<file path="config.mk">
export PLATFORM = sky130hd
export DESIGN_NAME = i2c_master_byte_engine
export DESIGN_NICKNAME = d
export VERILOG_FILES = /design/src/hdl/i2cm_pkg.sv /design/src/hdl/i2cm_front.sv /design/src/hdl/i2cm_engine.sv /design/src/hdl/i2c_master_byte_engine.sv
export VERILOG_INCLUDE_DIRS = /design/src /design/src/hdl
export SDC_FILE = /design/constraint.sdc
export NUM_CORES = 1
export LEC_CHECK = 0
export ABC_CLOCK_PERIOD_IN_PS = 10950
export BUFFER_PORTS_ARGS = -buffer_cell sky130_fd_sc_hd__buf_2
export CAP_MARGIN = 25
export CORE_MARGIN = 2
export CORE_UTILIZATION = 29
export CTS_CLUSTER_SIZE = 24
export DETAILED_ROUTE_END_ITERATION = 10
export PLACE_DENSITY = 0.5
export SLEW_MARGIN = 20
export SYNTH_ARGS = -nofsm -noshare
export SYNTH_HDL_FRONTEND = slang
export SYNTH_SLANG_ARGS = --single-unit
</file>
<file path="constraint.sdc">
create_clock -name clk_i -period 10.95 [get_ports clk_i]
set_input_delay 2.19 -clock clk_i [delete_from_list [all_inputs] [get_ports clk_i]]
set_output_delay 2.19 -clock clk_i [all_outputs]
set_load 0.02 [all_outputs]
</file>
<file path="src/hdl/assert_macros.svh">
// ----------------------------------------------------------------------------
// Assertion macros
// Clocked concurrent assertion helpers with asynchronous active-low reset.
// ----------------------------------------------------------------------------
`ifndef ASSERT_MACROS_SVH
`define ASSERT_MACROS_SVH

// Property must hold at every clock edge outside reset.
`define ASSERT_AT(label, clk, rst_n, prop, msg) \
  label: assert property (@(posedge clk) disable iff (!rst_n) (prop)) else $error(msg);

// Condition must never be true outside reset.
`define ASSERT_NEVER(label, clk, rst_n, cond, msg) \
  `ASSERT_AT(label, clk, rst_n, !(cond), msg)

`endif

</file>
<file path="src/hdl/i2cm_pkg.sv">
// ----------------------------------------------------------------------------
// i2cm_pkg
// Shared types, phase and command codes of the I2C master byte engine.
// ----------------------------------------------------------------------------
package i2cm_pkg;

  localparam int HOLD_CW_DEFAULT = 16;
  localparam int QUEUE_DEPTH     = 2;

  localparam logic [2:0] CMD_TICK    = 3'd0;
  localparam logic [2:0] CMD_START   = 3'd1;
  localparam logic [2:0] CMD_RESTART = 3'd2;
  localparam logic [2:0] CMD_STOP    = 3'd3;
  localparam logic [2:0] CMD_WRITE   = 3'd4;
  localparam logic [2:0] CMD_READ    = 3'd5;
  localparam logic [2:0] CMD_ADDR    = 3'd6;

  localparam logic [4:0] PH_IDLE    = 5'd0;
  localparam logic [4:0] PH_ST_A    = 5'd1;
  localparam logic [4:0] PH_RS_A    = 5'd2;
  localparam logic [4:0] PH_RS_B    = 5'd3;
  localparam logic [4:0] PH_SP_A    = 5'd4;
  localparam logic [4:0] PH_SP_B    = 5'd5;
  localparam logic [4:0] PH_GAP     = 5'd6;
  localparam logic [4:0] PH_TX_LOW  = 5'd7;
  localparam logic [4:0] PH_TX_HIGH = 5'd8;
  localparam logic [4:0] PH_ACK_A   = 5'd9;
  localparam logic [4:0] PH_ACK_B   = 5'd10;
  localparam logic [4:0] PH_ACK_C   = 5'd11;
  localparam logic [4:0] PH_RX_PRE  = 5'd12;
  localparam logic [4:0] PH_RX_HIGH = 5'd13;
  localparam logic [4:0] PH_RX_LOW  = 5'd14;
  localparam logic [4:0] PH_NA_A    = 5'd15;
  localparam logic [4:0] PH_CA_A    = 5'd16;
  localparam logic [4:0] PH_AK_END  = 5'd17;

  localparam logic [7:0] TEN_BIT_PREFIX = 8'hf0;
  localparam logic [7:0] TEN_BIT_HI_MSK = 8'h06;
  localparam logic [7:0] READ_BIT       = 8'h01;

  typedef struct packed {
    logic [2:0] mode;
    logic       sda_in;
    logic [7:0] write_data;
    logic [9:0] device_address;
    logic       ten_bit;
    logic       read_not_write;
    logic [7:0] retry_limit;
    logic       tolerate_nack;
    logic       last_read;
    logic       skip_ack;
  } item_t;

  typedef struct packed {
    item_t item;
    logic  is_cmd;
    logic  is_tick;
  } q_item_t;

  typedef struct packed {
    logic q_valid;
    logic take;
    logic iter;
  } eng_stat_t;

  typedef struct packed {
    logic       scl_level;
    logic       sda_release;
    logic       busy_res;
    logic       done_res;
    logic       nack_seen;
    logic [7:0] read_data;
    logic       error;
  } result_t;

endpackage

</file>
<file path="src/hdl/i2cm_front.sv">
// ----------------------------------------------------------------------------
// i2cm_front
// Request queue: accepts stream requests, decodes the mode, buffers them.
// ----------------------------------------------------------------------------
module i2cm_front (
  input  logic              clk_i,
  input  logic              rst_ni,
  input  logic              in_valid_i,
  output logic              in_ready_o,
  input  i2cm_pkg::item_t   in_item_i,
  output logic              q_valid_o,
  input  logic              q_pop_i,
  output i2cm_pkg::q_item_t q_item_o
);

  i2cm_pkg::q_item_t mem_q [i2cm_pkg::QUEUE_DEPTH];
  logic              wr_ptr_q, rd_ptr_q;
  logic [1:0]        count_q;
  i2cm_pkg::q_item_t entry;
  logic              push;

  always_comb begin
    entry.item    = in_item_i;
    entry.is_tick = (in_item_i.mode == i2cm_pkg::CMD_TICK);
    entry.is_cmd  = (in_item_i.mode >= i2cm_pkg::CMD_START) &&
                    (in_item_i.mode <= i2cm_pkg::CMD_ADDR);
  end

  assign in_ready_o = (count_q != 2'(i2cm_pkg::QUEUE_DEPTH));
  assign push       = in_valid_i && in_ready_o;
  assign q_valid_o  = (count_q != 2'd0);
  assign q_item_o   = mem_q[rd_ptr_q];

  always_ff @(posedge clk_i) begin
    if (push) begin
      mem_q[wr_ptr_q] <= entry;
    end
  end

  always_ff @(posedge clk_i or negedge rst_ni) begin
    if (!rst_ni) begin
      wr_ptr_q <= 1'b0;
      rd_ptr_q <= 1'b0;
      count_q  <= 2'd0;
    end else begin
      if (push) wr_ptr_q <= ~wr_ptr_q;
      if (q_pop_i) rd_ptr_q <= ~rd_ptr_q;
      count_q <= count_q + 2'(push) - 2'(q_pop_i);
    end
  end

endmodule

</file>
<file path="src/hdl/i2cm_engine.sv">
// ----------------------------------------------------------------------------
// i2cm_engine
// Phase machine: runs commands and ticks, drives the lines, holds the result.
// ----------------------------------------------------------------------------
module i2cm_engine #(
  parameter int HOLD_COUNTER_WIDTH = i2cm_pkg::HOLD_CW_DEFAULT
) (
  input  logic                clk_i,
  input  logic                rst_ni,
  input  logic [7:0]          tpm_i,
  input  logic                q_valid_i,
  input  i2cm_pkg::q_item_t   q_item_i,
  output logic                q_pop_o,
  output logic                out_valid_o,
  input  logic                out_ready_i,
  output i2cm_pkg::result_t   out_o,
  output i2cm_pkg::eng_stat_t stat_o
);

  localparam int HW = HOLD_COUNTER_WIDTH;
  localparam logic [31:0] HMAX = (HW >= 32) ? 32'hffffffff : ((32'd1 << HW) - 32'd1);

  typedef struct packed {
    logic [4:0]    phase;
    logic [3:0]    bit_idx;
    logic [7:0]    shift;
    logic [HW-1:0] hold;
    logic [7:0]    attempt;
    logic [1:0]    astep;
    logic [7:0]    first;
    logic          scl;
    logic          sda;
    logic [2:0]    cmd;
    logic [7:0]    second;
    logic [7:0]    retry;
    logic          ten;
    logic          rnw;
    logic          ign;
    logic          last;
    logic          skip;
    logic          nack;
    logic          err;
    logic          done;
    logic [7:0]    rdata;
  } eng_t;

  function automatic eng_t reset_state();
    eng_t r;
    r     = '0;
    r.scl = 1'b1;
    r.sda = 1'b1;
    return r;
  endfunction

  function automatic eng_t wait_us(eng_t s, logic [2:0] n, logic [4:0] nxt,
                                   logic [7:0] tpm);
    logic [31:0] t;
    eng_t        r;
    r = s;
    t = 32'(n) * 32'(tpm);
    r.hold  = HW'((t > HMAX) ? HMAX : t);
    r.phase = nxt;
    return r;
  endfunction

  function automatic eng_t finish(eng_t s);
    eng_t r;
    r = s;
    r.phase = i2cm_pkg::PH_IDLE;
    r.hold  = '0;
    r.done  = 1'b1;
    return r;
  endfunction

  function automatic eng_t tx_begin(eng_t s, logic [7:0] tpm);
    eng_t r;
    r = s;
    r.bit_idx = 4'd7;
    r.scl     = 1'b0;
    r.sda     = s.shift[7];
    return wait_us(r, 3'd5, i2cm_pkg::PH_TX_LOW, tpm);
  endfunction

  function automatic eng_t start_seq(eng_t s, logic [7:0] tpm);
    eng_t r;
    r = s;
    r.sda = 1'b0;
    return wait_us(r, 3'd3, i2cm_pkg::PH_ST_A, tpm);
  endfunction

  function automatic eng_t restart_seq(eng_t s, logic [7:0] tpm);
    eng_t r;
    r = s;
    r.sda = 1'b1;
    r.scl = 1'b1;
    return wait_us(r, 3'd3, i2cm_pkg::PH_RS_A, tpm);
  endfunction

  function automatic eng_t stop_seq(eng_t s, logic [7:0] tpm);
    eng_t r;
    r = s;
    r.sda = 1'b0;
    r.scl = 1'b1;
    return wait_us(r, 3'd3, i2cm_pkg::PH_SP_A, tpm);
  endfunction

  function automatic eng_t after_byte(eng_t s, logic nack, logic [7:0] tpm);
    eng_t r;
    r = s;
    r.nack = nack;
    if (s.cmd != i2cm_pkg::CMD_ADDR) begin
      r.err = nack && !s.ign;
      r = finish(r);
    end else if (nack && (s.attempt != s.retry)) begin
      r.attempt = s.attempt + 8'd1;
      r = stop_seq(r, tpm);
    end else if (nack && !s.ign) begin
      r.err = 1'b1;
      r = finish(r);
    end else if (!s.ten) begin
      r = finish(r);
    end else if (s.astep == 2'd0) begin
      r.astep   = 2'd1;
      r.shift   = s.second;
      r.attempt = 8'd0;
      r = tx_begin(r, tpm);
    end else if ((s.astep == 2'd1) && s.rnw) begin
      r.astep   = 2'd2;
      r.shift   = s.first | i2cm_pkg::READ_BIT;
      r.attempt = 8'd0;
      r = restart_seq(r, tpm);
    end else begin
      r = finish(r);
    end
    return r;
  endfunction

  function automatic eng_t advance(eng_t s, logic sda, logic [7:0] tpm);
    eng_t r;
    r = s;
    case (s.phase)
      i2cm_pkg::PH_ST_A, i2cm_pkg::PH_RS_B: begin
        r.scl = 1'b0;
        r = (s.cmd == i2cm_pkg::CMD_ADDR) ? tx_begin(r, tpm) : finish(r);
      end
      i2cm_pkg::PH_RS_A: begin
        r.sda = 1'b0;
        r = wait_us(r, 3'd3, i2cm_pkg::PH_RS_B, tpm);
      end
      i2cm_pkg::PH_SP_A: begin
        r.sda = 1'b1;
        r = wait_us(r, 3'd5, i2cm_pkg::PH_SP_B, tpm);
      end
      i2cm_pkg::PH_SP_B: begin
        r = (s.cmd == i2cm_pkg::CMD_ADDR) ? wait_us(r, 3'd5, i2cm_pkg::PH_GAP, tpm)
                                          : finish(r);
      end
      i2cm_pkg::PH_GAP: r = start_seq(r, tpm);
      i2cm_pkg::PH_TX_LOW: begin
        r.scl = 1'b1;
        r = wait_us(r, 3'd3, i2cm_pkg::PH_TX_HIGH, tpm);
      end
      i2cm_pkg::PH_TX_HIGH: begin
        r.scl = 1'b0;
        if (s.bit_idx != 4'd0) begin
          r.bit_idx = s.bit_idx - 4'd1;
          r.sda     = s.shift[r.bit_idx[2:0]];
          r = wait_us(r, 3'd5, i2cm_pkg::PH_TX_LOW, tpm);
        end else begin
          r = wait_us(r, 3'd3, i2cm_pkg::PH_ACK_A, tpm);
        end
      end
      i2cm_pkg::PH_ACK_A: begin
        r.sda = 1'b1;
        r = wait_us(r, 3'd3, i2cm_pkg::PH_ACK_B, tpm);
      end
      i2cm_pkg::PH_ACK_B: begin
        r.scl = 1'b1;
        r = wait_us(r, 3'd3, i2cm_pkg::PH_ACK_C, tpm);
      end
      i2cm_pkg::PH_ACK_C: begin
        r.scl = 1'b0;
        r = after_byte(r, sda, tpm);
      end
      i2cm_pkg::PH_RX_PRE: begin
        r.scl = 1'b1;
        r = wait_us(r, 3'd3, i2cm_pkg::PH_RX_HIGH, tpm);
      end
      i2cm_pkg::PH_RX_HIGH: begin
        r.shift = {s.shift[6:0], sda};
        r.scl   = 1'b0;
        r = wait_us(r, 3'd5, i2cm_pkg::PH_RX_LOW, tpm);
      end
      i2cm_pkg::PH_RX_LOW: begin
        r.bit_idx = s.bit_idx + 4'd1;
        if (r.bit_idx < 4'd8) begin
          r.scl = 1'b1;
          r = wait_us(r, 3'd3, i2cm_pkg::PH_RX_HIGH, tpm);
        end else begin
          r.rdata = s.shift;
          if (s.last) begin
            r.sda = 1'b1;
            r = wait_us(r, 3'd2, i2cm_pkg::PH_NA_A, tpm);
          end else if (!s.skip) begin
            r.sda = 1'b0;
            r = wait_us(r, 3'd2, i2cm_pkg::PH_CA_A, tpm);
          end else begin
            r = finish(r);
          end
        end
      end
      i2cm_pkg::PH_NA_A: begin
        r.scl = 1'b1;
        r = wait_us(r, 3'd2, i2cm_pkg::PH_AK_END, tpm);
      end
      i2cm_pkg::PH_CA_A: begin
        r.scl = 1'b1;
        r = wait_us(r, 3'd3, i2cm_pkg::PH_AK_END, tpm);
      end
      i2cm_pkg::PH_AK_END: begin
        r.scl = 1'b0;
        r = finish(r);
      end
      default: begin
        r.phase = i2cm_pkg::PH_IDLE;
        r.hold  = '0;
      end
    endcase
    return r;
  endfunction

  eng_t              st_q, st_d, s;
  logic              iter_q, iter_d;
  logic              sda_q, sda_d, sda_b;
  logic              out_valid_q, out_valid_d;
  i2cm_pkg::result_t out_q, out_d;
  logic              en, take, step, run, more;
  i2cm_pkg::item_t   it;

  assign it = q_item_i.item;

  always_comb begin
    en    = !out_valid_q || out_ready_i;
    take  = en && !iter_q && q_valid_i;
    step  = take || (iter_q && en);
    s     = st_q;
    sda_b = sda_q;
    run   = iter_q;
    if (take) begin
      s.done = 1'b0;
      sda_b  = it.sda_in;
      if (st_q.phase == i2cm_pkg::PH_IDLE) begin
        if (q_item_i.is_cmd) begin
          s.cmd   = it.mode;
          s.ten   = it.ten_bit;
          s.rnw   = it.read_not_write;
          s.retry = it.retry_limit;
          s.ign   = it.tolerate_nack;
          s.last  = it.last_read;
          s.skip  = it.skip_ack;
          s.err   = 1'b0;
          run     = 1'b1;
          case (it.mode)
            i2cm_pkg::CMD_START:   s = start_seq(s, tpm_i);
            i2cm_pkg::CMD_RESTART: s = restart_seq(s, tpm_i);
            i2cm_pkg::CMD_STOP:    s = stop_seq(s, tpm_i);
            i2cm_pkg::CMD_WRITE: begin
              s.nack  = 1'b0;
              s.shift = it.write_data;
              s = tx_begin(s, tpm_i);
            end
            i2cm_pkg::CMD_READ: begin
              s.scl     = 1'b0;
              s.sda     = 1'b1;
              s.shift   = 8'd0;
              s.bit_idx = 4'd0;
              s = wait_us(s, 3'd3, i2cm_pkg::PH_RX_PRE, tpm_i);
            end
            default: begin
              s.nack = 1'b0;
              if (it.ten_bit) begin
                s.first  = i2cm_pkg::TEN_BIT_PREFIX |
                           (8'(it.device_address >> 7) & i2cm_pkg::TEN_BIT_HI_MSK);
                s.second = it.device_address[7:0];
              end else begin
                s.first = {it.device_address[6:0], it.read_not_write};
              end
              s.shift   = s.first;
              s.attempt = 8'd0;
              s.astep   = 2'd0;
              s = tx_begin(s, tpm_i);
            end
          endcase
        end
      end else if (q_item_i.is_tick) begin
        if (s.hold != '0) s.hold = s.hold - HW'(1);
        run = 1'b1;
      end
    end
    if (en && run && (s.phase != i2cm_pkg::PH_IDLE) && (s.hold == '0)) begin
      s = advance(s, sda_b, tpm_i);
    end
    more = run && (s.phase != i2cm_pkg::PH_IDLE) && (s.hold == '0);

    st_d   = step ? s : st_q;
    iter_d = step ? more : iter_q;
    sda_d  = sda_b;

    out_d = out_q;
    out_valid_d = out_valid_q && !out_ready_i;
    if (step && !more) begin
      out_valid_d       = 1'b1;
      out_d.scl_level   = s.scl;
      out_d.sda_release = s.sda;
      out_d.busy_res    = (s.phase != i2cm_pkg::PH_IDLE);
      out_d.done_res    = s.done;
      out_d.nack_seen   = s.nack;
      out_d.read_data   = s.rdata;
      out_d.error       = s.err;
    end
  end

  always_ff @(posedge clk_i or negedge rst_ni) begin
    if (!rst_ni) begin
      st_q        <= reset_state();
      iter_q      <= 1'b0;
      out_valid_q <= 1'b0;
    end else begin
      st_q        <= st_d;
      iter_q      <= iter_d;
      out_valid_q <= out_valid_d;
    end
  end

  always_ff @(posedge clk_i) begin
    sda_q <= sda_d;
    out_q <= out_d;
  end

  assign q_pop_o     = take;
  assign out_valid_o = out_valid_q;
  assign out_o       = out_q;
  assign stat_o      = '{q_valid: q_valid_i, take: take, iter: iter_q};

endmodule

</file>
<file path="src/hdl/i2c_master_byte_engine.sv">
// Request path: the queue entry register, then the phase machine, then the result register.
// Throughput: one request per cycle while ticks_per_microsecond is nonzero and results are not back-pressured.
// With a zero timing register the phase machine walks one phase per cycle, while
// results are not back-pressured, until the command ends; no new request is taken meanwhile.
// Reset: asynchronous, active low; lines released, engine idle, queue empty.
// ----------------------------------------------------------------------------
// i2c_master_byte_engine
// I2C master byte engine: request queue in front of the phase machine.
// ----------------------------------------------------------------------------
`include "assert_macros.svh"

module i2c_master_byte_engine #(
  parameter int HOLD_COUNTER_WIDTH = i2cm_pkg::HOLD_CW_DEFAULT
) (
  input  logic        clk_i,
  input  logic        rst_ni,
  input  logic        cfg_we_i,
  input  logic [7:0]  cfg_wdata_i,
  input  logic        s_axis_tvalid,
  output logic        s_axis_tready,
  // sda_in, write_data, device_address, ten_bit, read_not_write,
  // retry_limit, tolerate_nack, last_read, skip_ack
  input  logic [31:0] s_axis_tdata,
  // mode
  input  logic [2:0]  s_axis_tuser,
  output logic        m_axis_tvalid,
  input  logic        m_axis_tready,
  // scl_level, sda_release, busy_res, done_res, nack_seen, read_data, error
  output logic [15:0] m_axis_tdata
);

  logic [7:0]          tpm_q;
  i2cm_pkg::item_t     in_item;
  i2cm_pkg::q_item_t   q_item;
  logic                q_valid, q_pop;
  i2cm_pkg::result_t   res;
  i2cm_pkg::eng_stat_t stat;

  always_ff @(posedge clk_i or negedge rst_ni) begin
    if (!rst_ni) begin
      tpm_q <= 8'd1;
    end else if (cfg_we_i) begin
      tpm_q <= cfg_wdata_i;
    end
  end

  always_comb begin
    in_item.mode           = s_axis_tuser;
    in_item.sda_in         = s_axis_tdata[0];
    in_item.write_data     = s_axis_tdata[8:1];
    in_item.device_address = s_axis_tdata[18:9];
    in_item.ten_bit        = s_axis_tdata[19];
    in_item.read_not_write = s_axis_tdata[20];
    in_item.retry_limit    = s_axis_tdata[28:21];
    in_item.tolerate_nack  = s_axis_tdata[29];
    in_item.last_read      = s_axis_tdata[30];
    in_item.skip_ack       = s_axis_tdata[31];
  end

  i2cm_front u_front (
    .clk_i      (clk_i),
    .rst_ni     (rst_ni),
    .in_valid_i (s_axis_tvalid),
    .in_ready_o (s_axis_tready),
    .in_item_i  (in_item),
    .q_valid_o  (q_valid),
    .q_pop_i    (q_pop),
    .q_item_o   (q_item)
  );

  i2cm_engine #(
    .HOLD_COUNTER_WIDTH (HOLD_COUNTER_WIDTH)
  ) u_engine (
    .clk_i       (clk_i),
    .rst_ni      (rst_ni),
    .tpm_i       (tpm_q),
    .q_valid_i   (q_valid),
    .q_item_i    (q_item),
    .q_pop_o     (q_pop),
    .out_valid_o (m_axis_tvalid),
    .out_ready_i (m_axis_tready),
    .out_o       (res),
    .stat_o      (stat)
  );

  assign m_axis_tdata = {2'b00, res.error, res.read_data, res.nack_seen, res.done_res,
                         res.busy_res, res.sda_release, res.scl_level};

  `ASSERT_NEVER(a_pop_empty, clk_i, rst_ni, stat.take && !stat.q_valid, "pop from empty queue")
  `ASSERT_NEVER(a_pop_iter, clk_i, rst_ni, stat.take && stat.iter, "pop while iterating")
  `ASSERT_NEVER(a_done_busy, clk_i, rst_ni, m_axis_tvalid && res.done_res && res.busy_res, "done while busy")

endmodule

</file>
==> results of run 1 <==
[flip-flops by register name, indices dropped and copies added (netlist names)]
register	count
u_front.rd_ptr_q	1
tpm_q	8
u_front.mem_q	74
u_front.count_q	2
u_engine.out_o	14
u_engine.sda_q	1
u_engine.out_valid_o	1
u_engine.iter_q	1
u_front.wr_ptr_q	1
u_engine.st_q	87
[cell families after synthesis]
logic type | after synthesis | synth area share, %
compound gates | 354 | 21.87
buf+inv | 78 | 3.022
mux | 71 | 6.825
flops | 190 | 45.62
other cells | 1 | 0.03294
xor+xnor | 15 | 1.154
fa+ha+maj | 28 | 3.209
simple gates | 414 | 18.27
[placed cells by master, fill, tap and decap left out, types with 8 or more instances in the layout]
| cell | synthesis | final |
|---|---|---|
| sky130_fd_sc_hd__buf_2 | 11 | 63 |
| sky130_fd_sc_hd__a21o_1 | 9 | 9 |
| sky130_fd_sc_hd__ha_1 | 26 | 26 |
| sky130_fd_sc_hd__a2111oi_1 | 9 | 9 |
| sky130_fd_sc_hd__nor3_1 | 30 | 30 |
| sky130_fd_sc_hd__mux2_2 | 26 | 26 |
| sky130_fd_sc_hd__clkbuf_16 | 0 | 17 |
| sky130_fd_sc_hd__nand2b_1 | 10 | 10 |
| sky130_fd_sc_hd__nand3_1 | 39 | 39 |
| sky130_fd_sc_hd__a21oi_1 | 63 | 63 |
| sky130_fd_sc_hd__or2_2 | 10 | 10 |
| sky130_fd_sc_hd__o221ai_1 | 8 | 8 |
| sky130_fd_sc_hd__nand4_1 | 11 | 11 |
| sky130_fd_sc_hd__inv_1 | 24 | 24 |
| sky130_fd_sc_hd__o211ai_1 | 8 | 8 |
| sky130_fd_sc_hd__a31oi_1 | 12 | 12 |
| sky130_fd_sc_hd__and3_1 | 13 | 12 |
| sky130_fd_sc_hd__o21ai_0 | 88 | 88 |
| sky130_fd_sc_hd__nor2_1 | 111 | 110 |
| sky130_fd_sc_hd__nand2_1 | 110 | 110 |
| sky130_fd_sc_hd__nor2b_1 | 13 | 13 |
| sky130_fd_sc_hd__nor3b_1 | 8 | 8 |
| sky130_fd_sc_hd__edfxtp_1 | 88 | 88 |
| sky130_fd_sc_hd__o22ai_1 | 23 | 23 |
| sky130_fd_sc_hd__xnor2_1 | 9 | 9 |
| sky130_fd_sc_hd__buf_4 | 2 | 23 |
| sky130_fd_sc_hd__nor4_1 | 10 | 9 |
| sky130_fd_sc_hd__a22oi_1 | 18 | 18 |
| sky130_fd_sc_hd__mux2i_1 | 36 | 36 |
| sky130_fd_sc_hd__dfrtp_1 | 98 | 97 |
| sky130_fd_sc_hd__a211oi_1 | 10 | 10 |
| sky130_fd_sc_hd__or3_1 | 9 | 9 |
[path summary, 6_finish.rpt]
check / depth (start not counted) / start / slack, ns / to
max in group asynchronous: 2 / rst_ni / 7.94 / u_engine.st_q[27]
setup / recovery: 22 / m_axis_tready / 3.78 / u_engine.out_o[12]
hold reg to reg: 2 / u_engine.st_q[0] / 0.48 / u_engine.st_q[0]
setup reg to reg: 22 / u_front.rd_ptr_q / 4.46 / u_engine.out_o[12]
min in group asynchronous: 1 / rst_ni / 1.71 / u_engine.st_q[60]
hold / removal: 2 / u_engine.st_q[0] / 0.48 / u_engine.st_q[0]
[power groups by stage]
| stage | combinational (uW) | sequential, uW | clock [uW] |
|---|---|---|---|
| 2_1_floorplan | 526 | 972 | 0 |
| 3_5_place_dp | 807 | 973 | 0 |
| 5_1_grt | 881 | 970 | 708 |
| 6_report | 807 | 957 | 657 |
| 3_3_place_gp | 808 | 973 | 0 |
| 4_1_cts | 811 | 959 | 679 |
[Yosys cell counts, drive strengths merged (14+ instances only)]
master and number:
edfxtp 88, o21ai 93, nand2 113, mux2 33
inv 25, buf 22, ha 26, a2111oi 14
nor2 112, a21oi 65, a22oi 18, nor3 34
nand3 39, o22ai 26, clkbuf 30, mux2i 36
dfrtp 98
[worst max-delay path: stages]
cell	delay, ns
sky130_fd_sc_hd__buf_2	0.09
sky130_fd_sc_hd__nor2b_1	0.07
sky130_fd_sc_hd__nor4_4	0.20
sky130_fd_sc_hd__buf_4	0.29
sky130_fd_sc_hd__nand2_1	0.08
sky130_fd_sc_hd__buf_4	0.24
sky130_fd_sc_hd__or3_1	0.60
sky130_fd_sc_hd__a21oi_1	0.41
sky130_fd_sc_hd__ha_1	0.20
sky130_fd_sc_hd__inv_1	0.09
sky130_fd_sc_hd__a41oi_1	0.21
sky130_fd_sc_hd__a211oi_1	0.12
sky130_fd_sc_hd__nand2_1	0.24
sky130_fd_sc_hd__o21a_1	0.17
sky130_fd_sc_hd__nor2b_1	0.27
sky130_fd_sc_hd__o21ai_4	0.18
sky130_fd_sc_hd__a221oi_1	0.38
sky130_fd_sc_hd__and4_1	0.27
sky130_fd_sc_hd__o2111ai_1	0.12
sky130_fd_sc_hd__nor4b_2	0.47
sky130_fd_sc_hd__nor2_1	0.16
sky130_fd_sc_hd__buf_4	0.27
[routing by layer]
layer / routed length (um) / part of all wire, %
met1: 15920 / 45
met2: 16820 / 47
met3: 1995 / 5.6
met4: 805 / 2.3
met5: 0 / 0
[final cells by class]
| cell class | count | share of cell area, % |
|---|---|---|
| well taps | 518 | 5.004 |
| flip-flops and latches | 190 | 40.11 |
| clock inverters | 15 | 1.517 |
| inverters | 26 | 0.7535 |
| repair buffers | 88 | 3.893 |
| clock buffers | 17 | 3.284 |
| multi-input cells | 884 | 45.44 |
[metrics by stage]
stage	cell area, um2	setup slack [ns]	std cells
2_1_floorplan	11390	4.482	1152
5_1_grt	12950	3.495	1738
4_1_cts	12950	3.829	1737
3_5_place_dp	12330	3.385	1705
6_report	12950	3.783	1738
3_3_place_gp	12310	3.436	1703
==> run summary, run 1 <==
The flow ran to the end, and the final reports show no timing, DRC or antenna violations. The number of endpoints with negative hold slack in the final report came out at 0. TritonCTS built the clock tree. Synthesis produced a netlist whose cell count is 1,151. The clock passes through at most 2 buffers. The path category of the worst min-delay check is flop to flop. The total setup buffers inserted after CTS was 0. The area of the multi-input gates came out at 5886 um2. The final layout contains routed wiring with a total length of 35,540 um. The tools report the area used by sequential logic in the layout as 5195 um2. Of the total power, combinational logic draws 33.3%.

Routability-driven placement finished with a final weighted congestion of 0.9055. The number of antenna violations at the first check in global routing is 0. After clock tree synthesis, the flow added hold-fix buffers numbering 0. The worst-case hold slack is 0.4755 ns. The clock root buffer was sky130_fd_sc_hd__clkbuf_16. In this run, the number of DRC markers left after iteration 0 of detailed routing was 809. The tools report the count of nets left with antenna violations after detail routing as 0. The later pin in the worst-skew pair is clocked with a latency of 0.46 ns. The worst clock skew on the final layout is 0.01779 ns, and the proportion of register bits with asynchronous set or reset after synthesis is 53.16%. Counting distinct cell types in the post-synthesis netlist gives 102. The design draws 2421 uW. The post-synthesis register bit count is 190, and the internal power consumption is 1462 uW.

At the worst endpoint, the arrival time is 7.36 ns. At the pin with the least slew margin, the transition time is 1.086 ns. After detailed routing, the number of remaining DRC violations is 0. The post-route netlist has 16.07% of its cells at a drive strength greater than 1. Setup repair after global routing left no endpoint under its margin. The first global-routing pass estimated 55,180 um of wire. The clock-pin slew on the worst setup and hold paths came out at 0.08 ns.

Dominant synthesized flop cell: sky130_fd_sc_hd__dfrtp_1. After detailed routing, the average wire length per cell comes to 20.45 um. The area fraction of the dominant cell type after synthesis came out at 23.21%. STA classifies the critical path endpoint as a flop. Before antenna repair, the detailed router went through 7 iterations. The logs give 0.005073 uW for the leakage power and 0 for the number of max-cap violations.

The number of synthesized flops with an enable pin came out at 88. After floorplanning, the core was divided into 72 placement rows. Deepest level of the CTS H-tree: 4. Summed over all nets, the half-perimeter wirelength after detailed placement is 26,280 um. The final layout contains 1,283 nets.

For this run the aggregate overflow at the end of global routing stands at 0. The count of port buffers added during placement is 63. The power per cell area was 186.9 nW/um2; the met1 demand-to-capacity share in global routing was 23.56%.

The ratio of final minimum period to clock period works out to 65.45%. The worst setup path is launched from a primary input. For this run, the share of the core covered by cells in the final layout is 33.44%. For the global routing usage on met2, the log shows 28.62%. In this run the most used layer during global routing was met2. The tools report the via count as 9,571. The tools report the clock buffer count from CTS as 17.

The switching part of the total power came out at 39.63%. Based on the critical path, the design can be clocked at up to 139.5 MHz. The number of resized instances in the post-cts repair step was 0. The part of the power in the clock network was 27.1%; the maximum fanout along the worst path was 25. The final period demand of the worst path came out at 7.167 ns. The synthesis-to-finish area growth was 13.77%. The startpoint-to-endpoint class of the critical path is primary input to flop. Dividing the detail-routed via count by the number of cells gives 5.507.

For this run, the register share of the synthesized area comes to 45.62%. For the worst setup path, the data required time is 11.14 ns. The die is 202.1 um tall. Each instance of the synthesized netlist takes up on average 9.891 um2.

Summed over all nets, the switching power comes to 959.4 uW. The top cell type by total area after synthesis is sky130_fd_sc_hd__edfxtp_1. After routing, the total negative slack on setup checks comes to 0 ns. After filler insertion, the fill cell instance count of the layout stands at 3,987. The largest net degree at the start of global routing came out at 65. Ranked by total cell area, the synthesized netlist is headed by sky130_fd_sc_hd__edfxtp_1 (23%), sky130_fd_sc_hd__dfrtp_1 (22%), sky130_fd_sc_hd__o21ai_0 (3.9%), sky130_fd_sc_hd__nor2_1 (3.7%), sky130_fd_sc_hd__nand2_1 (3.6%).

The number of setup violations in the final report was 0; the starting utilization of the core area was 29.39%. The number of clock sinks seen by CTS was 190; the die area was 40,860 um2. The tools report the area of the placeable core as 38,740 um2. Global routing used 17.54% of the available tracks across all layers.

The final-report max-slew violation count was 0; the count of inserted antenna diode cells was 0. The logs give 0 for the number of warning messages in the yosys log and 3.322% for the met3 global-route usage. In this run the tightest slew margin relative to its limit is 27.58%. The count of pins on the block boundary was 66. Sequential cells account for 39.5% of the total power. The worst-case IR drop observed on VDD is 0.09683 mV.

The tools report the cell area after synthesis as 11,380 um2. Overall die width: 202.1 um. The run gives 9,415 as the number of global-route vias before repair.
(Power assumes the default switching activity.)
==> run 2: changes to the inputs <==
Settings changed: ABC_CLOCK_PERIOD_IN_PS 10950 to 6100, PLACE_DENSITY 0.5 to 0.51.
Clock period 10.95 ns to 6.1 ns, I/O delays scaled along.
==> run 2 against run 1 <==
Power is 80% higher. Via count grew 1.7%. Global-route usage up 0.67 points. Critical endpoint is now u_engine.out_o[4]. Highest routed layer unchanged.
==> run summary, run 2 (synthesized netlist as in run 1, its figures left out) <==
The final period demand of the worst path came out at 5.289 ns. The tools report the final-report max-slew violation count as 0 (unchanged). Register with the most flip-flops: u_engine.st_q (unchanged). For the latest clock arrival within the worst-skew pair, the log shows 0.48 ns (was 0.46 ns).

The run gives 38.50% (was 27.58%) as the headroom to the max-slew limit. Kind of start point of the critical path: a flop (was a primary input). The flow ran to the end, and the final reports show no timing, DRC or antenna violations. The final cell utilization of the core is 33.94% (was 33.44%). TritonCTS built the clock tree.

For the starting utilization of the core area, the log shows 29.39% (unchanged). Setup repair after global routing left no endpoint under its margin. The launching point of the worst reg2reg path is u_front.rd_ptr_q (unchanged). The tools report the number of endpoints with negative hold slack in the final report as 0 (unchanged). The top achievable clock speed was 189.1 MHz.

For the count of pins on the block boundary, the log shows 66 (unchanged). For the DRC marker count from the first detailed-route iteration, the log shows 669 (was 809). For the number of resized instances in the post-cts repair step, the log shows 0 (unchanged). Kind of capture point of the worst setup path: a flop (unchanged). The worst-margin pin slew came out at 0.9226 ns (was 1.086 ns). The count of inserted antenna diode cells was 0 (unchanged); the final net count was 1,311 (was 1,283).

The via count is 9,729 (was 9,571), and the leakage power is 0.005220 uW (was 0.005073 uW). Count of port buffers added during placement: 63 (unchanged). The share of final-layout standard cells stronger than drive strength 1 works out to 17.71% (was 16.07%). The detailed-route vias per instance came out at 5.509 (was 5.507). The worst setup path startpoint was u_front.rd_ptr_q (was m_axis_tready).

The run gives 0.4768 ns (was 0.4755 ns) as the worst-case hold slack. The cell repeated most along the worst path is sky130_fd_sc_hd__buf_4 (unchanged). For the peak ir drop on the vdd network, the log shows 0.1883 mV (was 0.09683 mV). The logs give 0 (unchanged) for the hold buffer count at CTS and 5 (was 7) for the length of the first detailed-routing pass in iterations.

The maximum fanout along the worst path came out at 48 (was 25). The maximum clock insertion buffer count was 2 (unchanged); the number of flip-flops in the largest register was 87 (unchanged). The run gives 38,740 um2 (unchanged) as the area of the placeable core. Total of fill cells in the finished design: 4,005 (was 3,987). The number of setup violations in the final report is 0 (unchanged). The number of global-route vias before repair came out at 9,626 (was 9,415). The depth of the most critical reg-to-reg path came out at 14 (was 22). The library cell contributing the largest single delay on the critical path is sky130_fd_sc_hd__buf_4 (was sky130_fd_sc_hd__or3_1). The power per cell area was 330.6 nW/um2 (was 186.9 nW/um2); the delay of the slowest cell on the worst path was 0.55 ns (was 0.60 ns). The startpoint-to-endpoint class of the critical path was flop to flop (was primary input to flop).

The total DRC errors in the routed layout is 0 (unchanged), and the critical path arrival is 5.51 ns (was 7.36 ns). The logs give 72 (unchanged) for the row count and 1,733 (was 1,705) for the number of placed instances, taps included. The total setup buffers inserted after CTS was 0 (unchanged); the number of max-cap violations was 0 (unchanged). The logs give 18.21% (was 17.54%) for the aggregate global-route resource usage and 27,400 um (was 26,280 um) for the HPWL after detailed placement.

The residual overflow from global routing was 0 (unchanged). Cells along the critical path: buf_4 > mux2_2 > nand3_1 > or3_1 > o311ai_0 > o311ai_1 > nor3_1 > nand4_1 > nor3_2 > buf_4 > buf_4 > nor3b_2 > o311ai_4 > mux2_1 (was buf_2 > nor2b_1 > nor4_4 > buf_4 > nand2_1 > buf_4 > or3_1 > a21oi_1 > ha_1 > inv_1 > a41oi_1 > a211oi_1 > nand2_1 > o21a_1 > nor2b_1 > o21ai_4 > a221oi_1 > and4_1 > o2111ai_1 > nor4b_2 > nor2_1 > buf_4). The ratio of final minimum period to clock period was 86.71%. The run gives 0.81 ns (was 4.46 ns) as the reg2reg setup slack. For the final RePlAce weighted congestion, the log shows 0.9298 (was 0.9055).

The average detailed-routed wire length per instance is 20.72 um (was 20.45 um). For the count of nets left with antenna violations after detail routing, the log shows 0 (unchanged). The tools report the number of antenna violations at the first check in global routing as 0 (unchanged). The tools report the critical hold path startpoint as u_engine.st_q[0] (unchanged).

The wire length of the first global-routing pass is 56,950 um (was 55,180 um), and the clock-pin slew on the worst setup and hold paths is 0.08 ns (about the same). The path category of the worst min-delay check is flop to flop (unchanged). The run gives 0 ns (unchanged) as the setup TNS after final layout. The overall power consumption came out at 4346 uW (was 2421 uW).

The logs give 54 (was 65) for the largest net degree at the start of global routing and 0.01697 ns (was 0.01779 ns) for the worst clock skew on the final layout. The number of clock sinks seen by CTS was 190 (unchanged); the die area was 40,860 um2 (unchanged). The required time at the worst-slack endpoint is 6.32 ns (was 11.14 ns). Synthesis-to-finish area growth: 15.47% (was 13.77%). Highest-count cells in the layout ignoring fill and taps: sky130_fd_sc_hd__nor2_1 (110), sky130_fd_sc_hd__nand2_1 (110), sky130_fd_sc_hd__dfrtp_1 (97) (unchanged). The non-filler instance count after layout came out at 1,766 (was 1,738).

The clock buffer count from CTS is 17 (unchanged). Clock root buffer: sky130_fd_sc_hd__clkbuf_16 (unchanged). The deepest level of the CTS H-tree is 4 (unchanged), and the overall die width is 202.1 um (unchanged).

The destination of the worst register-to-register timing path is u_engine.out_o[4] (was u_engine.out_o[12]). The y dimension of the die is 202.1 um (unchanged), and the total wirelength of the detailed-routed design is 36,600 um (was 35,540 um). The critical path endpoint is u_engine.out_o[4] (was u_engine.out_o[12]).
==> run 2: how the worst min path moves through the flow <==
| stage | cells after the start | slack [ns] | to |
|---|---|---|---|
| 2_1_floorplan | 2 | 0.44 | u_engine.st_q[0] |
| 3_3_place_gp | 2 | 0.45 | u_engine.st_q[0] |
| 3_5_place_dp | 2 | 0.47 | u_engine.st_q[0] |
| 4_1_cts | 2 | 0.49 | u_engine.st_q[0] |
| 5_1_grt | 2 | 0.51 | u_engine.st_q[0] |
| 6_report | 2 | 0.48 | u_engine.st_q[0] |
==> run 2: area by class of cell <==
type,count,area (um2),share of cell area [%]
sequential,190,5195,39.52
multi-input combinational,884,5873,44.67
inverter,26,97.59,0.7424
timing repair buffer,116,733.2,5.577
tap,518,648.1,4.930
clock inverter,14,170.2,1.294
clock buffer,18,429.2,3.264
==> run 2: power breakdown <==
part           internal, uW  total [uW]  switching (uW)
registers              1580        1730             151
logic                   495        1460             961
clock network           588        1160             568
==> run 2: critical path: cells and delay by family (launching register included) <==
| family | cells | cell delay, ns |
|---|---|---|
| AO/OA/AOI/OAI | 3 | 0.83 |
| buffers and inverters | 3 | 1.04 |
| multiplexers | 2 | 0.79 |
| flip-flops | 1 | 0.54 |
| AND/OR/NAND/NOR | 6 | 1.80 |
==> run 2: per-layer routing <==
metal / part of all wire [%] / routed length [um] / track usage, % / up-vias
met2: 49 / 17940 / 30.72 / 286
met3: 4.6 / 1680 / 3.096 / 53
met4: 2.4 / 874 / 6.361 / 0
met1: 44 / 16100 / 23.57 / 4798
li1: - / - / - / 4592
met5: 0 / 0 / 0 / -
==> run 2: per-stage QoR <==
stage	setup slack, ns	cell area (um2)
after floorplan	0.6020	11390
after global placement	0.5555	12510
after detailed placement	0.4937	12530
after CTS	0.8055	13130
after global routing	0.4799	13150
final	0.8105	13150
==> run 3: changes to the inputs <==
Settings changed: BUFFER_PORTS_ARGS -buffer_cell sky130_fd_sc_hd__buf_2 to -buffer_cell sky130_fd_sc_hd__buf_4, MAX_ROUTING_LAYER set to met4, SETUP_SLACK_MARGIN set to 0.4.
==> run 3 against run 2 <==
Design area is 1.7% higher. Hold slack worse by 0.0070 ns. Clock skew down 0.0032 ns. Global-route usage up 0.35 points. Maximum frequency rose by 1.6%. Register-to-register slack better by 0.08 ns. Power up 0.67%. Largest cell class unchanged. Sequential power hardly changed. Non-clock buffer count grew 8.
==> run summary, run 3 (synthesized netlist as in run 1, its figures left out) <==
The tools report the die area as 40,860 um2 (unchanged). The tools report the area of the multi-input gates as 5873 um2 (unchanged). The total wirelength of the detailed-routed design is 36,390 um (was 36,600 um), and the total of fill cells in the finished design is 4,010 (was 4,005). Wire length of the first global-routing pass: 56,730 um (was 56,950 um). The run gives 0 (unchanged) as the hold buffer count at CTS. The finished layout cell area was 13,370 um2 (was 13,150 um2); the count of pins on the block boundary was 66 (unchanged). The number of endpoints with negative hold slack in the final report was 0 (unchanged). The clock-pin slew on the worst setup and hold paths is 0.08 ns (about the same), and the overall die width is 202.1 um (unchanged).

The peak ir drop on the vdd network was 0.1708 mV (was 0.1883 mV); the placed cell area was 12,770 um2 (was 12,530 um2). The run gives 0.9494 (was 0.9298) as the final RePlAce weighted congestion. The startpoint-to-endpoint class of the critical path is flop to flop (unchanged).

The setup TNS after final layout was 0 ns (unchanged); the final cell utilization of the core was 34.50% (was 33.94%). The via count was 9,754 (was 9,729); the synthesis-to-finish area growth was 17.40% (was 15.47%). The worst-margin pin slew is 0.9359 ns (was 0.9226 ns). The run finished with clean final reports.

The y dimension of the die came out at 202.1 um (unchanged). The starting utilization of the core area is 29.39% (unchanged), and the power per cell area is 327.3 nW/um2 (was 330.6 nW/um2). The number of setup violations in the final report was 0 (unchanged); the setup slack after placement was 0.5322 ns (was 0.4937 ns).

The run gives 819 (was 669) as the DRC marker count from the first detailed-route iteration. The area of the placeable core came out at 38,740 um2 (unchanged). The ratio of final minimum period to clock period is 85.32% (was 86.71%). The clock root buffer was sky130_fd_sc_hd__clkbuf_16 (unchanged). The HPWL after detailed placement was 27,310 um (was 27,400 um); the number of clock sinks seen by CTS was 190 (unchanged). The deepest level of the CTS H-tree is 4 (unchanged), and the row count is 72 (unchanged). TritonCTS built the clock tree. Setup slack after layout: 0.8955 ns (was 0.8105 ns). The count of port buffers added during placement is 63 (unchanged), and the length of the first detailed-routing pass in iterations is 5 (unchanged).

The final-report max-slew violation count came out at 0 (unchanged). Highest-count cells in the layout ignoring fill and taps: sky130_fd_sc_hd__buf_4 (122), sky130_fd_sc_hd__nor2_1 (110), sky130_fd_sc_hd__nand2_1 (110) (was sky130_fd_sc_hd__nor2_1 (110), sky130_fd_sc_hd__nand2_1 (110), sky130_fd_sc_hd__dfrtp_1 (97)). The critical path arrival was 5.41 ns (was 5.51 ns). The detailed-route vias per instance was 5.498 (was 5.509); the aggregate global-route resource usage was 18.56% (was 18.21%). The total setup buffers inserted after CTS was 0 (unchanged); the headroom to the max-slew limit was 36.79% (was 38.50%). The library cell used most frequently in the layout, excluding fill and tap cells, is sky130_fd_sc_hd__buf_4. The share of final-layout standard cells stronger than drive strength 1 is 18.07% (was 17.71%). The latest clock arrival within the worst-skew pair is 0.47 ns (was 0.48 ns). Number of flip-flops in the largest register: 87 (unchanged). Setup repair after global routing left no endpoint under its margin.

The number of max-cap violations is 0 (unchanged), and the number of global-route vias before repair is 9,455 (was 9,626). For the clock buffer count from CTS, the log shows 17 (unchanged). The area used by sequential logic in the layout is 5195 um2 (unchanged), and the maximum fanout along the worst path is 14 (was 48). The path category of the worst min-delay check is flop to flop (unchanged). The run gives 0 (unchanged) as the number of resized instances in the post-cts repair step. The required time at the worst-slack endpoint is 6.30 ns (was 6.32 ns), and the residual overflow from global routing is 0 (unchanged). Register with the most flip-flops: u_engine.st_q (unchanged).

The average detailed-routed wire length per instance was 20.51 um (was 20.72 um). The maximum clock insertion buffer count was 2 (unchanged). The total DRC errors in the routed layout is 0 (unchanged).

The tools report the kind of capture point of the worst setup path as a flop (unchanged). Kind of start point of the critical path: a flop (unchanged). The leakage power was 0.005288 uW (was 0.005220 uW). The largest net degree at the start of global routing was 56 (was 54). For the top achievable clock speed, the log shows 192.1 MHz (was 189.1 MHz). The run gives 0 (unchanged) as the number of antenna violations at the first check in global routing. The tools report the count of inserted antenna diode cells as 0 (unchanged).

The logs give 0 (unchanged) for the count of nets left with antenna violations after detail routing and 1,319 (was 1,311) for the final net count. Final period demand of the worst path: 5.205 ns (was 5.289 ns). The worst clock skew on the final layout came out at 0.01374 ns (was 0.01697 ns).
==> run 3: cell count changes in the layout (fill, tap and decap cells not counted) <==
| cell | change |
|---|---|
| sky130_fd_sc_hd__buf_12 | +1 |
| sky130_fd_sc_hd__buf_2 | -62 |
| sky130_fd_sc_hd__buf_4 | +70 |
| sky130_fd_sc_hd__bufinv_16 | +1 |
| sky130_fd_sc_hd__clkbuf_1 | +2 |
| sky130_fd_sc_hd__clkinv_1 | +1 |
| sky130_fd_sc_hd__clkinv_4 | +1 |
| sky130_fd_sc_hd__dlymetal6s2s_1 | -1 |
| sky130_fd_sc_hd__inv_6 | -1 |
| sky130_fd_sc_hd__inv_8 | -4 |
==> run 3: path summary, 6_finish.rpt <==
check                           depth (start not counted)              start           endpoint  slack, ns
worst max-delay path                                   20  u_engine.st_q[85]  u_engine.out_o[6]       0.90
worst min-delay path                                    2   u_engine.st_q[0]   u_engine.st_q[0]       0.47
worst max register to register                         20  u_engine.st_q[85]  u_engine.out_o[6]       0.90
worst min register to register                          2   u_engine.st_q[0]   u_engine.st_q[0]       0.47
max in group asynchronous                               2             rst_ni   u_engine.st_q[8]       4.04
min in group asynchronous                               1             rst_ni  u_engine.st_q[66]       0.84
==> run 3: area by class of cell <==
type                       count  area share (%)
tap                          518           4.849
clock inverter                12           1.189
clock buffer                  20           3.267
inverter                      26          0.7302
multi-input combinational    884           43.94
timing repair buffer         124           7.152
sequential                   190           38.87
==> run 3: worst max-delay path, stage by stage, from the launching register on <==
cell,delay (ns)
sky130_fd_sc_hd__dfrtp_1,0.52
sky130_fd_sc_hd__or3_1,0.50
sky130_fd_sc_hd__nor4_4,0.21
sky130_fd_sc_hd__nand2_1,0.15
sky130_fd_sc_hd__or3_1,0.41
sky130_fd_sc_hd__a21oi_1,0.32
sky130_fd_sc_hd__ha_1,0.21
sky130_fd_sc_hd__inv_1,0.09
sky130_fd_sc_hd__a41oi_1,0.23
sky130_fd_sc_hd__a211oi_1,0.13
sky130_fd_sc_hd__nand2_1,0.11
sky130_fd_sc_hd__buf_4,0.14
sky130_fd_sc_hd__o21a_1,0.13
sky130_fd_sc_hd__nor2b_1,0.27
sky130_fd_sc_hd__o21ai_4,0.17
sky130_fd_sc_hd__a221oi_1,0.35
sky130_fd_sc_hd__and4_1,0.25
sky130_fd_sc_hd__o2111ai_1,0.12
sky130_fd_sc_hd__nor4b_2,0.34
sky130_fd_sc_hd__nor2_1,0.08
sky130_fd_sc_hd__buf_4,0.22
==> run 3: report_power, final <==
group	switching (uW)	internal [uW]
sequential	159	1580
clock	538	616
combinational	942	536
total	1640	2740
==> run 3: layer usage <==
layer / up-vias / GRT usage, % / wire length, um
li1: 4607 / - / -
met1: 4773 / 23.43 / 16100
met2: 315 / 30.12 / 17370
met3: 59 / 3.273 / 1963
met4: 0 / 6.257 / 960
met5: - / - / 0
==> run 3: per-stage QoR <==
step           std cells  total power, uW  hold slack, ns
2_1_floorplan       1152             2689          0.4387
3_3_place_gp        1741             3248          0.4520
3_5_place_dp        1742             3257          0.4603
4_1_cts             1774             4427          0.4767
5_1_grt             1774             4630          0.5258
6_report            1774             4375          0.4698
